--- src/sv/integer_to_text_formatter_macros.svh ---
// ----------------------------------------------------------------------------
// integer_to_text_formatter_macros
// assertion macros shared by the formatter rtl
// ----------------------------------------------------------------------------
`ifndef INTEGER_TO_TEXT_FORMATTER_MACROS_SVH
`define INTEGER_TO_TEXT_FORMATTER_MACROS_SVH

// same-cycle implication
`define ITF_ASSERT_NOW(label, ante, cons, msg) \
  label: assert property (@(posedge clk_i) disable iff (!rst_ni) (ante) |-> (cons)) \
    else $error(msg);

// next-cycle implication
`define ITF_ASSERT_NEXT(label, ante, cons, msg) \
  label: assert property (@(posedge clk_i) disable iff (!rst_ni) (ante) |=> (cons)) \
    else $error(msg);

`endif

--- src/sv/itf_pkg.sv ---
// ----------------------------------------------------------------------------
// itf_pkg
// shared constants, types and helpers of the integer to text formatter
// ----------------------------------------------------------------------------
package itf_pkg;

  localparam int ValueBitsDefault = 32;
  localparam int ValueWidth       = 32;
  localparam int BaseWidth        = 5;
  localparam int FieldWidth       = 7;
  localparam int FlagWidth        = 7;
  localparam int CharWidth        = 8;
  localparam int DigitWidth       = 4;
  localparam int SumWidth         = 8;
  localparam int OutCntWidth      = 6;
  localparam int MaxChars         = 64;
  localparam int MinBase          = 2;
  localparam int MaxBase          = 16;
  localparam int OctalBase        = 8;

  localparam int FlagLeft   = 0;
  localparam int FlagZero   = 1;
  localparam int FlagPlus   = 2;
  localparam int FlagSpace  = 3;
  localparam int FlagAlt    = 4;
  localparam int FlagLower  = 5;
  localparam int FlagSigned = 6;

  localparam logic [CharWidth-1:0] ChSpace  = 8'h20;
  localparam logic [CharWidth-1:0] ChPlus   = 8'h2B;
  localparam logic [CharWidth-1:0] ChMinus  = 8'h2D;
  localparam logic [CharWidth-1:0] ChZero   = 8'h30;
  localparam logic [CharWidth-1:0] ChUpperA = 8'h41;
  localparam logic [CharWidth-1:0] ChLowerA = 8'h61;
  localparam logic [CharWidth-1:0] ChUpperX = 8'h58;
  localparam logic [CharWidth-1:0] ChLowerX = 8'h78;

  typedef struct packed {
    logic busy;
    logic done;
  } div_stat_t;

  typedef struct packed {
    logic                  push;
    logic                  pop;
    logic [DigitWidth-1:0] digit;
  } stack_ctrl_t;

  function automatic logic [CharWidth-1:0] digit_char(logic [DigitWidth-1:0] d, logic lower);
    logic [CharWidth-1:0] ext;
    ext = {{(CharWidth-DigitWidth){1'b0}}, d};
    if (d < 4'd10) begin
      return ChZero + ext;
    end
    return (lower ? ChLowerA : ChUpperA) + ext - 8'd10;
  endfunction

endpackage

--- src/sv/itf_divider.sv ---
// ----------------------------------------------------------------------------
// itf_divider
// shared restoring divider, one quotient bit per cycle, small divisor
// ----------------------------------------------------------------------------
module itf_divider #(
  parameter int ValueBits = itf_pkg::ValueBitsDefault
) (
  input  logic                                clk_i,
  input  logic                                rst_ni,
  input  logic                                start_i,
  input  logic [ValueBits-1:0]                dividend_i,
  input  logic [itf_pkg::BaseWidth-1:0]       divisor_i,
  output itf_pkg::div_stat_t                  stat_o,
  output logic [ValueBits-1:0]                quotient_o,
  output logic [itf_pkg::DigitWidth-1:0]      remainder_o
);

  localparam int CntWidth = $clog2(ValueBits + 1);

  logic [ValueBits-1:0]               quo_q, quo_d;
  logic [itf_pkg::DigitWidth-1:0]     rem_q, rem_d;
  logic [CntWidth-1:0]                cnt_q, cnt_d;
  logic                               done_q, done_d;
  logic [itf_pkg::BaseWidth-1:0]      trial;
  logic [itf_pkg::BaseWidth-1:0]      diff;
  logic                               ge;

  always_comb begin
    trial = {rem_q, quo_q[ValueBits-1]};
    ge    = (trial >= divisor_i);
    diff  = trial - divisor_i;
    quo_d = quo_q;
    rem_d = rem_q;
    cnt_d = cnt_q;
    if (start_i) begin
      quo_d = dividend_i;
      rem_d = '0;
      cnt_d = CntWidth'(ValueBits);
    end else if (cnt_q != '0) begin
      quo_d = {quo_q[ValueBits-2:0], ge};
      rem_d = ge ? diff[itf_pkg::DigitWidth-1:0] : trial[itf_pkg::DigitWidth-1:0];
      cnt_d = cnt_q - 1'b1;
    end
    done_d = !start_i && (cnt_q == CntWidth'(1));
  end

  always_ff @(posedge clk_i or negedge rst_ni) begin
    if (!rst_ni) begin
      cnt_q  <= '0;
      done_q <= 1'b0;
    end else begin
      cnt_q  <= cnt_d;
      done_q <= done_d;
    end
  end

  always_ff @(posedge clk_i) begin
    quo_q <= quo_d;
    rem_q <= rem_d;
  end

  assign stat_o.busy  = (cnt_q != '0);
  assign stat_o.done  = done_q;
  assign quotient_o   = quo_q;
  assign remainder_o  = rem_q;

endmodule

--- src/sv/itf_digit_stack.sv ---
// ----------------------------------------------------------------------------
// itf_digit_stack
// last-in first-out shift line of digits, read at the head only
// ----------------------------------------------------------------------------
module itf_digit_stack #(
  parameter int Depth = itf_pkg::ValueBitsDefault
) (
  input  logic                           clk_i,
  input  itf_pkg::stack_ctrl_t           ctrl_i,
  output logic [itf_pkg::DigitWidth-1:0] top_o
);

  logic [itf_pkg::DigitWidth-1:0] ent_q [Depth];

  always_ff @(posedge clk_i) begin
    if (ctrl_i.push) begin
      ent_q[0] <= ctrl_i.digit;
      for (int i = 1; i < Depth; i++) begin
        ent_q[i] <= ent_q[i-1];
      end
    end else if (ctrl_i.pop) begin
      for (int i = 0; i < Depth - 1; i++) begin
        ent_q[i] <= ent_q[i+1];
      end
      ent_q[Depth-1] <= '0;
    end
  end

  assign top_o = ent_q[0];

endmodule

--- src/sv/integer_to_text_formatter.sv ---
// ----------------------------------------------------------------------------
// integer_to_text_formatter
// printf-style integer conversion, one ascii character per result
//
//   channel  direction  handshake             payload
//   command  in         start_i / busy_o      value_i base_i width_i format_flags_i
//   result   out        valid_o (strobe)      character_o last_o
//
// an item runs the digit loop once for each of its D digits, then plans, then emits its L chars
// the digit loop runs through the one shared divider, one quotient bit a cycle
// busy_o stays high from transfer until the last character is driven
// reset is asynchronous; after it the block is idle with no pending output
// results cannot be stalled; each is shown for one cycle
// ----------------------------------------------------------------------------
`include "integer_to_text_formatter_macros.svh"

module integer_to_text_formatter #(
  parameter int ValueBits = itf_pkg::ValueBitsDefault
) (
  input  logic                               clk_i,
  input  logic                               rst_ni,
  input  logic                               start_i,
  output logic                               busy_o,
  input  logic [itf_pkg::ValueWidth-1:0]     value_i,
  input  logic [itf_pkg::BaseWidth-1:0]      base_i,
  input  logic [itf_pkg::FieldWidth-1:0]     width_i,
  input  logic [itf_pkg::FlagWidth-1:0]      format_flags_i,
  output logic                               valid_o,
  output logic [itf_pkg::CharWidth-1:0]      character_o,
  output logic                               last_o
);

  localparam int NdWidth = $clog2(ValueBits + 1);
  localparam int FW      = itf_pkg::FieldWidth;
  localparam int CW      = itf_pkg::CharWidth;

  typedef enum logic [3:0] {
    S_IDLE = 4'b0001,
    S_DIV  = 4'b0010,
    S_PLAN = 4'b0100,
    S_EMIT = 4'b1000
  } state_e;

  typedef enum logic [1:0] {
    KIND_SPACE,
    KIND_ZERO,
    KIND_PREFIX,
    KIND_DIGIT
  } kind_e;

  state_e                          state_q, state_d;
  logic                            launch_q, launch_d;
  logic [ValueBits-1:0]            mag_q, mag_d;
  logic [itf_pkg::BaseWidth-1:0]   base_q, base_d;
  logic [FW-1:0]                   width_q, width_d;
  logic                            left_q, left_d;
  logic                            zero_q, zero_d;
  logic                            lower_q, lower_d;
  logic [CW-1:0]                   prefix_q [4];
  logic [CW-1:0]                   prefix_d [4];
  logic [1:0]                      np_q, np_d;
  logic [NdWidth-1:0]              nd_q, nd_d;
  kind_e                           kind_q [4];
  kind_e                           kind_d [4];
  logic [FW-1:0]                   seg_len_q [4];
  logic [FW-1:0]                   seg_len_d [4];
  logic [1:0]                      seg_idx_q, seg_idx_d;
  logic [FW-1:0]                   pos_q, pos_d;
  logic [itf_pkg::OutCntWidth-1:0] out_cnt_q, out_cnt_d;
  logic [itf_pkg::OutCntWidth-1:0] last_idx_q, last_idx_d;
  logic                            valid_q, valid_d;
  logic [CW-1:0]                   char_q, char_d;
  logic                            last_q, last_d;

  itf_pkg::div_stat_t              div_stat;
  logic [ValueBits-1:0]            div_quo;
  logic [itf_pkg::DigitWidth-1:0]  div_rem;
  itf_pkg::stack_ctrl_t            stk_ctrl;
  logic [itf_pkg::DigitWidth-1:0]  stk_top;

  logic                            accept;
  logic [ValueBits-1:0]            v_in;
  logic                            neg_in;
  logic                            base_ok;
  logic                            alt8, alt16;
  logic [itf_pkg::SumWidth-1:0]    sum;
  logic [itf_pkg::SumWidth-1:0]    total;
  logic [FW-1:0]                   npad;
  logic [FW-1:0]                   cur_len;
  kind_e                           cur_kind;

  assign busy_o = (state_q != S_IDLE);
  assign accept = start_i && !busy_o;

  always_comb begin
    state_d    = state_q;
    launch_d   = 1'b0;
    mag_d      = mag_q;
    base_d     = base_q;
    width_d    = width_q;
    left_d     = left_q;
    zero_d     = zero_q;
    lower_d    = lower_q;
    prefix_d   = prefix_q;
    np_d       = np_q;
    nd_d       = nd_q;
    kind_d     = kind_q;
    seg_len_d  = seg_len_q;
    seg_idx_d  = seg_idx_q;
    pos_d      = pos_q;
    out_cnt_d  = out_cnt_q;
    last_idx_d = last_idx_q;
    valid_d    = 1'b0;
    char_d     = char_q;
    last_d     = 1'b0;
    stk_ctrl   = '0;

    v_in    = ValueBits'(value_i);
    neg_in  = format_flags_i[itf_pkg::FlagSigned] && v_in[ValueBits-1];
    base_ok = (base_i >= itf_pkg::BaseWidth'(itf_pkg::MinBase))
           && (base_i <= itf_pkg::BaseWidth'(itf_pkg::MaxBase));
    alt8    = format_flags_i[itf_pkg::FlagAlt]
           && (base_i == itf_pkg::BaseWidth'(itf_pkg::OctalBase));
    alt16   = format_flags_i[itf_pkg::FlagAlt]
           && (base_i == itf_pkg::BaseWidth'(itf_pkg::MaxBase));

    sum      = itf_pkg::SumWidth'(nd_q) + itf_pkg::SumWidth'(np_q);
    total    = ({1'b0, width_q} > sum) ? {1'b0, width_q} : sum;
    npad     = FW'(total - sum);
    cur_len  = seg_len_q[seg_idx_q];
    cur_kind = kind_q[seg_idx_q];

    unique case (state_q)
      S_IDLE: begin
        if (accept && base_ok) begin
          mag_d    = neg_in ? (ValueBits'(0) - v_in) : v_in;
          base_d   = base_i;
          width_d  = width_i;
          left_d   = format_flags_i[itf_pkg::FlagLeft];
          zero_d   = format_flags_i[itf_pkg::FlagZero] && !format_flags_i[itf_pkg::FlagLeft];
          lower_d  = format_flags_i[itf_pkg::FlagLower];
          nd_d     = '0;
          np_d     = '0;
          for (int i = 0; i < 4; i++) begin
            prefix_d[i] = itf_pkg::ChSpace;
          end
          if (neg_in) begin
            prefix_d[0] = itf_pkg::ChMinus;
            np_d        = 2'd1;
          end else if (format_flags_i[itf_pkg::FlagPlus]) begin
            prefix_d[0] = itf_pkg::ChPlus;
            np_d        = 2'd1;
          end else if (format_flags_i[itf_pkg::FlagSpace]) begin
            prefix_d[0] = itf_pkg::ChSpace;
            np_d        = 2'd1;
          end
          if (alt8 || alt16) begin
            prefix_d[np_d] = itf_pkg::ChZero;
            np_d           = np_d + 2'd1;
          end
          if (alt16) begin
            prefix_d[np_d] = format_flags_i[itf_pkg::FlagLower] ? itf_pkg::ChLowerX
                                                                 : itf_pkg::ChUpperX;
            np_d           = np_d + 2'd1;
          end
          launch_d = 1'b1;
          state_d  = S_DIV;
        end
      end
      S_DIV: begin
        if (div_stat.done) begin
          stk_ctrl.push  = 1'b1;
          stk_ctrl.digit = div_rem;
          nd_d           = nd_q + 1'b1;
          mag_d          = div_quo;
          if (div_quo == '0) begin
            state_d = S_PLAN;
          end else begin
            launch_d = 1'b1;
          end
        end
      end
      S_PLAN: begin
        seg_idx_d    = '0;
        pos_d        = '0;
        out_cnt_d    = '0;
        last_idx_d   = (total > itf_pkg::SumWidth'(itf_pkg::MaxChars))
                     ? itf_pkg::OutCntWidth'(itf_pkg::MaxChars - 1)
                     : itf_pkg::OutCntWidth'(total - 1'b1);
        kind_d[3]    = KIND_SPACE;
        seg_len_d[3] = '0;
        if (left_q) begin
          kind_d[0] = KIND_PREFIX; seg_len_d[0] = FW'(np_q);
          kind_d[1] = KIND_DIGIT;  seg_len_d[1] = FW'(nd_q);
          kind_d[2] = KIND_SPACE;  seg_len_d[2] = npad;
        end else if (zero_q) begin
          kind_d[0] = KIND_PREFIX; seg_len_d[0] = FW'(np_q);
          kind_d[1] = KIND_ZERO;   seg_len_d[1] = npad;
          kind_d[2] = KIND_DIGIT;  seg_len_d[2] = FW'(nd_q);
        end else begin
          kind_d[0] = KIND_SPACE;  seg_len_d[0] = npad;
          kind_d[1] = KIND_PREFIX; seg_len_d[1] = FW'(np_q);
          kind_d[2] = KIND_DIGIT;  seg_len_d[2] = FW'(nd_q);
        end
        state_d = S_EMIT;
      end
      S_EMIT: begin
        if (pos_q >= cur_len) begin
          seg_idx_d = seg_idx_q + 1'b1;
          pos_d     = '0;
        end else begin
          valid_d   = 1'b1;
          pos_d     = pos_q + 1'b1;
          out_cnt_d = out_cnt_q + 1'b1;
          last_d    = (out_cnt_q == last_idx_q);
          unique case (cur_kind)
            KIND_SPACE:  char_d = itf_pkg::ChSpace;
            KIND_ZERO:   char_d = itf_pkg::ChZero;
            KIND_PREFIX: char_d = prefix_q[pos_q[1:0]];
            KIND_DIGIT: begin
              char_d       = itf_pkg::digit_char(stk_top, lower_q);
              stk_ctrl.pop = 1'b1;
            end
            default:     char_d = itf_pkg::ChSpace;
          endcase
          if (last_d) begin
            state_d = S_IDLE;
          end
        end
      end
      default: state_d = S_IDLE;
    endcase
  end

  always_ff @(posedge clk_i or negedge rst_ni) begin
    if (!rst_ni) begin
      state_q  <= S_IDLE;
      launch_q <= 1'b0;
      valid_q  <= 1'b0;
      last_q   <= 1'b0;
    end else begin
      state_q  <= state_d;
      launch_q <= launch_d;
      valid_q  <= valid_d;
      last_q   <= last_d;
    end
  end

  always_ff @(posedge clk_i) begin
    mag_q      <= mag_d;
    base_q     <= base_d;
    width_q    <= width_d;
    left_q     <= left_d;
    zero_q     <= zero_d;
    lower_q    <= lower_d;
    prefix_q   <= prefix_d;
    np_q       <= np_d;
    nd_q       <= nd_d;
    kind_q     <= kind_d;
    seg_len_q  <= seg_len_d;
    seg_idx_q  <= seg_idx_d;
    pos_q      <= pos_d;
    out_cnt_q  <= out_cnt_d;
    last_idx_q <= last_idx_d;
    char_q     <= char_d;
  end

  itf_divider #(
    .ValueBits (ValueBits)
  ) u_divider (
    .clk_i       (clk_i),
    .rst_ni      (rst_ni),
    .start_i     (launch_q),
    .dividend_i  (mag_q),
    .divisor_i   (base_q),
    .stat_o      (div_stat),
    .quotient_o  (div_quo),
    .remainder_o (div_rem)
  );

  itf_digit_stack #(
    .Depth (ValueBits)
  ) u_digit_stack (
    .clk_i  (clk_i),
    .ctrl_i (stk_ctrl),
    .top_o  (stk_top)
  );

  assign valid_o     = valid_q;
  assign character_o = char_q;
  assign last_o      = last_q;

  `ITF_ASSERT_NOW(a_done_in_div, div_stat.done, state_q == S_DIV, "divider done outside digit loop")
  `ITF_ASSERT_NOW(a_rem_below_base, div_stat.done, div_rem < base_q, "remainder not below base")
  `ITF_ASSERT_NOW(a_last_frees, valid_o && last_o, state_q == S_IDLE, "busy after last transfer")
  `ITF_ASSERT_NEXT(a_launch_busy, launch_q, div_stat.busy, "divider not running after launch")

endmodule
--- config.mk ---
export PLATFORM = sky130hd
export DESIGN_NAME = integer_to_text_formatter
export DESIGN_NICKNAME = d
export VERILOG_FILES = /design/src/sv/itf_pkg.sv /design/src/sv/itf_divider.sv /design/src/sv/itf_digit_stack.sv /design/src/sv/integer_to_text_formatter.sv
export VERILOG_INCLUDE_DIRS = /design/src /design/src/sv
export SDC_FILE = /design/constraint.sdc
export NUM_CORES = 1
export LEC_CHECK = 0
export BUFFER_PORTS_ARGS = -buffer_cell sky130_fd_sc_hd__buf_4
export CAP_MARGIN = 40
export CELL_PAD_IN_SITES_DETAIL_PLACEMENT = 1
export CELL_PAD_IN_SITES_GLOBAL_PLACEMENT = 2
export CORE_MARGIN = 3
export CORE_UTILIZATION = 44
export CTS_BUF_LIST = sky130_fd_sc_hd__clkbuf_16
export CTS_CLUSTER_DIAMETER = 200
export DETAILED_ROUTE_END_ITERATION = 10
export GPL_TIMING_DRIVEN = 0
export PLACE_DENSITY_LB_ADDON = 0.1
export SLEW_MARGIN = 15
export SYNTH_ARGS = -nofsm -noshare
export SYNTH_HDL_FRONTEND = slang
export SYNTH_SLANG_ARGS = --single-unit
--- constraint.sdc ---
create_clock -name clk_i -period 7.4 [get_ports clk_i]
set_input_delay 0 -clock clk_i [delete_from_list [all_inputs] [get_ports clk_i]]
set_output_delay 0 -clock clk_i [all_outputs]
set_load 0.005 [all_outputs]
# --- Yosys cells after proc, flatten, opt, wreduce, memory -nomap -nowiden ---
# Memories as Yosys holds them, arrays and structs flattened.
# Cells that the tools add are included.
# Widths: inputs -> output; s select.
totals:
  regBits: 193
  mem_bits_rw: 128
  inputBits: 54
  out_inout_bits: 11
  wordCells: 269
  memories: 1
memory_table:
  columns: ["memory", "words", "word_bits", "read_ports", "rd_clocked_by_memory_dff", "write_ports", "line_no", "text"]
  rows:
  - ["u_digit_stack.ent_q", 32, 4, 32, 0, 32, "itf_digit_stack.sv:13", "logic [itf_pkg::DigitWidth-1:0] ent_q [Depth];"]
classes:
  add_sub_neg: 15
  n_lt_le_gt_ge: 13
  n_eq_ne: 18
  muxes: 120
  bitwise_logic: 41
  n_reduce_logical: 28
op_table:
  columns: ["op", "count"]
  rows:
  - ["$mux 32", 9]
  - ["$mux 4", 42]
  - ["$mux 8", 8]
  - ["$pmux 32 s2", 1]
  - ["$mux 6", 8]
  - ["$bwmux 32", 1]
  - ["$demux 8 s2", 2]
  - ["$logic_not 32->1", 1]
  - ["$mux 16", 2]
  - ["$or 1x1->1", 32]
  - ["$pmux 8 s4", 1]
  - ["$sub 1x32->32 const A", 1]
  - ["$mux 7", 4]
  - ["$and 24x24->24", 1]
  - ["$mux 1", 24]
  - ["$not 24->24", 1]
  - ["$pmux 6 s2", 2]
  - ["$mux 2", 9]
  - ["$bmux 8 s2", 1]
  - ["$pmux 4 s4", 1]
  - ["$bmux 7 s2", 1]
  - ["$pmux 7 s2", 1]
  - ["$add 6x1->6 const B", 2]
  - ["$ge 3x3->1 const B", 4]
  - ["other kinds (46)", 76]

# --- Depth between registers and ports, before layout ---
logic_depth:
  depth_word: 18
  ltp_mapped: 21
  ltp_nobuf: 20

# --- Cells and area by module ---
# Synthesis repeated with hierarchy kept, for this count alone.
unflattened:
  hier_cells: 1126
  hier_area_um2: 15244.6
by_module_without_submodules:
  columns: ["module", "instances", "cells_each", "area_per_inst_um2", "seq_area_each_um2"]
  rows:
  - ["integer_to_text_formatter", 1, 702, 7434.6, 3779.9]
  - ["itf_digit_stack", 1, 276, 5695.5, 3843.7]
  - ["itf_divider", 1, 148, 2114.5, 1216.2]

# --- Worst setup path before layout ---
# Ideal clock, no wire load.
synth_path:
  path_type: "reg-to-reg"
  start: "register seg_idx_q[1]"
  end: "memory u_digit_stack.ent_q[0][0] (netlist bit), enable pin"
  setup_ns: 0.492
  t_arrival_ns: 5.885
  t_required_ns: 6.908
  setup_slack_ns: 1.023
  stages_incl_launch_ff: 16
  path_buffers: 3
  period_less_slack_ns: 6.377
  path_cell_list: "edfxtp_1 > buf_1 > mux2i_1 > o21ai_0 > ha_1 > nand2b_1 > a21o_1 > a21o_1 > a21o_1 > a21o_1 > a21o_1 > a21o_1 > or3_1 > clkbuf_1 > clkbuf_1 > nand2_1"
synth_rtl:
  columns: ["element", "line_no", "text"]
  rows:
  - ["start, declared", "integer_to_text_formatter.sv:67", "logic [1:0] seg_idx_q, seg_idx_d;"]
  - ["start signal, assigned", "integer_to_text_formatter.sv:261", "seg_idx_q <= seg_idx_d;"]
  - ["end, declared", "itf_digit_stack.sv:13", null]

# --- Worst setup path after layout ---
layout_path:
  start: "register nd_q[0]"
  end: "register seg_len_q[20] (netlist bit), data pin"
layout_between:
  elab_chain_len: 4
layout_rtl:
  columns: ["element", "line_no", "text"]
  rows:
  - ["start, declared", "integer_to_text_formatter.sv:62", "logic [NdWidth-1:0] nd_q, nd_d;"]
  - ["start signal, assigned", "integer_to_text_formatter.sv:258", "nd_q <= nd_d;"]
  - ["$add 6x2->7 *", "integer_to_text_formatter.sv:127", "sum = itf_pkg::SumWidth'(nd_q) + itf_pkg::SumWidth'(np_q);"]
  - ["$gt 7x7->1", "integer_to_text_formatter.sv:128", "total = ({1'b0, width_q} > sum) ? {1'b0, width_q} : sum;"]
  - ["$mux 7", "integer_to_text_formatter.sv:128", null]
  - ["$sub 7x7->7 *", "integer_to_text_formatter.sv:129", "npad = FW'(total - sum);"]
  - ["end signal, assigned", "integer_to_text_formatter.sv:260", "seg_len_q <= seg_len_d;"]
  - ["end, declared", "integer_to_text_formatter.sv:65", "logic [FW-1:0] seg_len_q [4];"]
# Every way passes the cells marked *; elsewhere a longest branch is shown, timed or not.
# A chain may end at the register's enable or synchronous reset.

==> reports/metrics.csv <==
stage;metric;value;unit
logic_synthesis;Cell variety after synth;73;
routing;final WL;32700;um
cells_and_area;Layout Nets;1362;
placed_design;Post-DP Area;15800;um2
worst_setup_path;Critical Path, Cell by Cell;ha_1 > fa_1 > xnor2_1 > ha_1 > o21a_1 > o32ai_2 > o21ai_0 > a41o_1 > nor2_2 > buf_4 > mux2i_1 > ha_1 > inv_1 > fa_1 > a21o_1 > o31ai_1 > o21ai_1 > a211oi_1 > nand3_1 > a21oi_1;
routing;Detail Route Antenna Nets;0;
routing;Iter 0 DRT Violations;480;
worst_setup_path;FF-to-FF setup slack;1.46;ns
logic_synthesis;Mean Syn Cell Area;13.2;um2
global_routing;largest net degree at the start of global routing;63;
worst_setup_path;CP startpoint;nd_q[0];
worst_setup_path;R2R depth;20;
sta;Tmin final;5.94;ns
clock_tree;maximum root-to-sink buffer count;3;
floorplan;num ports;65;
run_status;status;completed;
sta;Max Slew Vio Count;0;
placed_design;routability cong.;0.778;
clock_tree;clk sinks;298;
min_path;HP Class;in -> reg;
power;PD cells;271;nW/um2
worst_setup_path;Worst EP arrival;6.29;ns
worst_setup_path;critical path peak fanout;10;
floorplan;Starting Density;44.8;%
worst_setup_path;total number of cells along the worst setup path;20;
routing;vias per std cell;5.27;
placed_design;placed cell count;1622;
sta;Highest Clock Rate;168;MHz
worst_setup_path;CP Class;reg -> reg;
worst_setup_path;CP Capture Point;seg_len_q[20];
clock_tree;PostCTS Resize Cnt;0;
logic_synthesis;Post-Syn Area;14600;um2
power;Pwr Total;4.74;mW
min_path;hold path depth;4;
job;max cap viols;0;
cells_and_area;Final Non-Filler Cells;1739;
worst_setup_path;Worst EP required;7.75;ns
logic_synthesis;number of flops mapped to enable cells by yosys;280;
sta;crit share post-route;80.2;%
clock_tree;Num CTS Buffers;35;
cells_and_area;Synth-to-Final Area Change;19.4;%
worst_setup_path;reg2reg end;seg_len_q[20];
power;Max IR drop VDD;0.150;mV
worst_setup_path;WP buf/inv;2;
routing;Vias;9163;
clock_tree;CTS tree;yes;
sta;Final Hold Fails;0;
sta;Max Clock Skew;0.0126;ns
global_routing;GRT Util Overall;18.8;%
logic_synthesis;sequential fraction of the synthesis area;60.4;%
worst_setup_path;CP max stage delay;0.55;ns
clock_tree;H-tree Lvls;2;
worst_setup_path;worst r2r src;nd_q[0];
global_routing;first-pass GRT wire length;53500;um
sta;actual transition at the worst max-transition pin;0.794;ns
cells_and_area;final core occ;53.5;%
sta;RSZ-0062 raised after global routing;false;
floorplan;DIE AREA;35500;um2
routing;drc violations;0;
routing;drt first pass iters;5;
sta;headroom to the max-slew limit;46.3;%
worst_setup_path;CP most frequent cell;ha_1;
placed_design;Post-DP HPWL;22700;um
floorplan;die boundary width;188;um
worst_setup_path;CP Capture Type;flip-flop;
floorplan;CORE AREA;32700;um2
global_routing;initial antenna violation count;0;
global_routing;grt total ovfl;0;
global_routing;vias in the first global route;9698;
worst_setup_path;CP max-delay cell;xnor2_1;
power;Leakage;6.28;nW
clock_tree;clock-pin slew on the worst setup and hold paths;0.06;ns
logic_synthesis;Synth warnings;0;
logic_synthesis;Synth Register Bits;298;
worst_setup_path;CP delay by family, top;compound AO/OA/AOI/OAI gates;
clock_tree;CTS root buf;clkbuf_16;
routing;WL/cell;18.8;um
logic_synthesis;Async SR Flop Fraction;4.70;%
cells_and_area;Inserted Diodes;0;
cells_and_area;cell area after layout;17500;um2
logic_synthesis;Most used DFF post-synth;edfxtp_1;
worst_setup_path;startpoint types;flip-flop;
placed_design;IO Port Bufs;63;
cells_and_area;final-layout fill cell count;3297;
cells_and_area;share of layout cells above drive strength 1;23.7;%
clock_tree;worst-skew pair later-pin latency;0.52;ns
sta;setup violators final;0;
floorplan;chip height;188;um
sta;Hold WS;0.185;ns
logic_synthesis;Syn Nets;1199;
logic_synthesis;Post-Synthesis Cells;1108;
floorplan;placement row count;66;
[through the flow]
stage                     setup TNS (ns)  setup slack [ns]
after floorplan                        0              1.02
after global placement            -99.27            -0.788
after detailed placement               0              1.54
after CTS                              0              1.49
after global routing                   0             0.989
final                                  0              1.46
[repair_timing]
item | 4_1_cts | 5_1_grt
setup buffers | 0 | 0
hold buffers | 54 | 0
endpoints found under the hold margin | 72 | 0
[layout by cell type, fill, tap and decap left out, types with 34 or more instances in the layout]
master and instances:
nor2_1 73, inv_1 47, nand2_1 91, edfxtp_1 280
buf_4 67, mux2_2 156, dlygate4sd3_1 54, clkbuf_1 35
clkbuf_16 36, a21oi_1 36, o21ai_0 74, xnor2_1 35
ha_1 34
[state kept, by name, summed over array words and instances, names as in the netlist, 6 cells and up]
register and count:
pos_q 7, character_o 7, seg_len_q 21, out_cnt_q 6, last_idx_q 6, width_q 7
u_divider.quotient_o 32, prefix_q 14, u_divider.cnt_q 6, u_digit_stack.ent_q 128, mag_q 32, nd_q 6
[layer usage]
layer / routed length [um] / vias up / track usage (%)
met4: 459 / 0 / 4.12
met1: 15500 / 4558 / 26.5
met3: 1080 / 34 / 2.81
met2: 15600 / 129 / 31.1
met5: 0 / - / 0
li1: - / 4442 / -
[tightest hold or removal path: stages]
cell	delay (ns)
buf_4	0.12
nor4b_1	0.17
and3b_1	0.24
nand2_1	0.07
[cell usage after synthesis, types with 3 or more instances]
| library cell | count | area (um2) |
|---|---|---|
| or4_1 | 3 | 22.5 |
| nor4_1 | 13 | 81.3 |
| xnor2_1 | 35 | 307 |
| nand4_1 | 3 | 18.8 |
| mux2_2 | 156 | 1760 |
| a21oi_1 | 36 | 180 |
| fa_1 | 3 | 60.1 |
| o31ai_1 | 7 | 52.6 |
| and2_1 | 7 | 43.8 |
| or2_2 | 4 | 25.0 |
| a31oi_1 | 4 | 25.0 |
| nor4b_1 | 5 | 43.8 |
| edfxtp_1 | 280 | 8410 |
| buf_1 | 4 | 15.0 |
| ha_1 | 34 | 425 |
| or3_1 | 5 | 31.3 |
| buf_4 | 4 | 30.0 |
| dfrtp_1 | 13 | 325 |
| nand3b_1 | 6 | 45.0 |
| nor3_1 | 9 | 45.0 |
| dfxtp_1 | 4 | 80.1 |
| xor2_1 | 32 | 280 |
| nor2_1 | 73 | 274 |
| o21ai_0 | 74 | 370 |
| a21o_1 | 14 | 105 |
| nor2b_1 | 5 | 31.3 |
| nand2b_1 | 12 | 75.1 |
| and3_1 | 10 | 62.6 |
| clkbuf_1 | 35 | 131 |
| o22ai_1 | 4 | 25.0 |
| a32o_1 | 3 | 30.0 |
| inv_1 | 39 | 146 |
| mux2i_1 | 15 | 150 |
| nand3_1 | 18 | 90.1 |
| nand2_1 | 93 | 349 |
[kinds of logic after synthesis]
family	after synthesis	synth area share, %
compound gates	167	7.05
xor+xnor	69	4.28
fa+ha+maj	37	3.31
buf+inv	84	2.27
flops	298	60.4
mux	173	13.3
other cells	1	0.0256
simple gates	279	9.38
[where the power goes]
part	internal (mW)	total [mW]	switching (mW)
sequential	2.10	2.25	0.151
clock	0.988	1.66	0.670
combinational	0.374	0.831	0.457
[area by class of cell]
type	count	area, um2	area share [%]
Buffer	45	186	1.07
Tap cell	442	553	3.16
Clock inverter	27	210	1.20
Timing Repair Buffer	126	1160	6.63
Multi-Input combinational cell	726	5490	31.4
Sequential cell	298	8840	50.6
Inverter	39	146	0.837
Clock buffer	36	901	5.15
[how the worst min path moves through the flow]
stage	start	end
after floorplan	rst_ni	last_o
after global placement	rst_ni	last_o
after detailed placement	rst_ni	valid_o
after CTS	format_flags_i[4]	prefix_q[13]
after global routing	width_i[6]	width_q[6]
final	format_flags_i[4]	prefix_q[13]
Power figures use the tool's default switching activity.
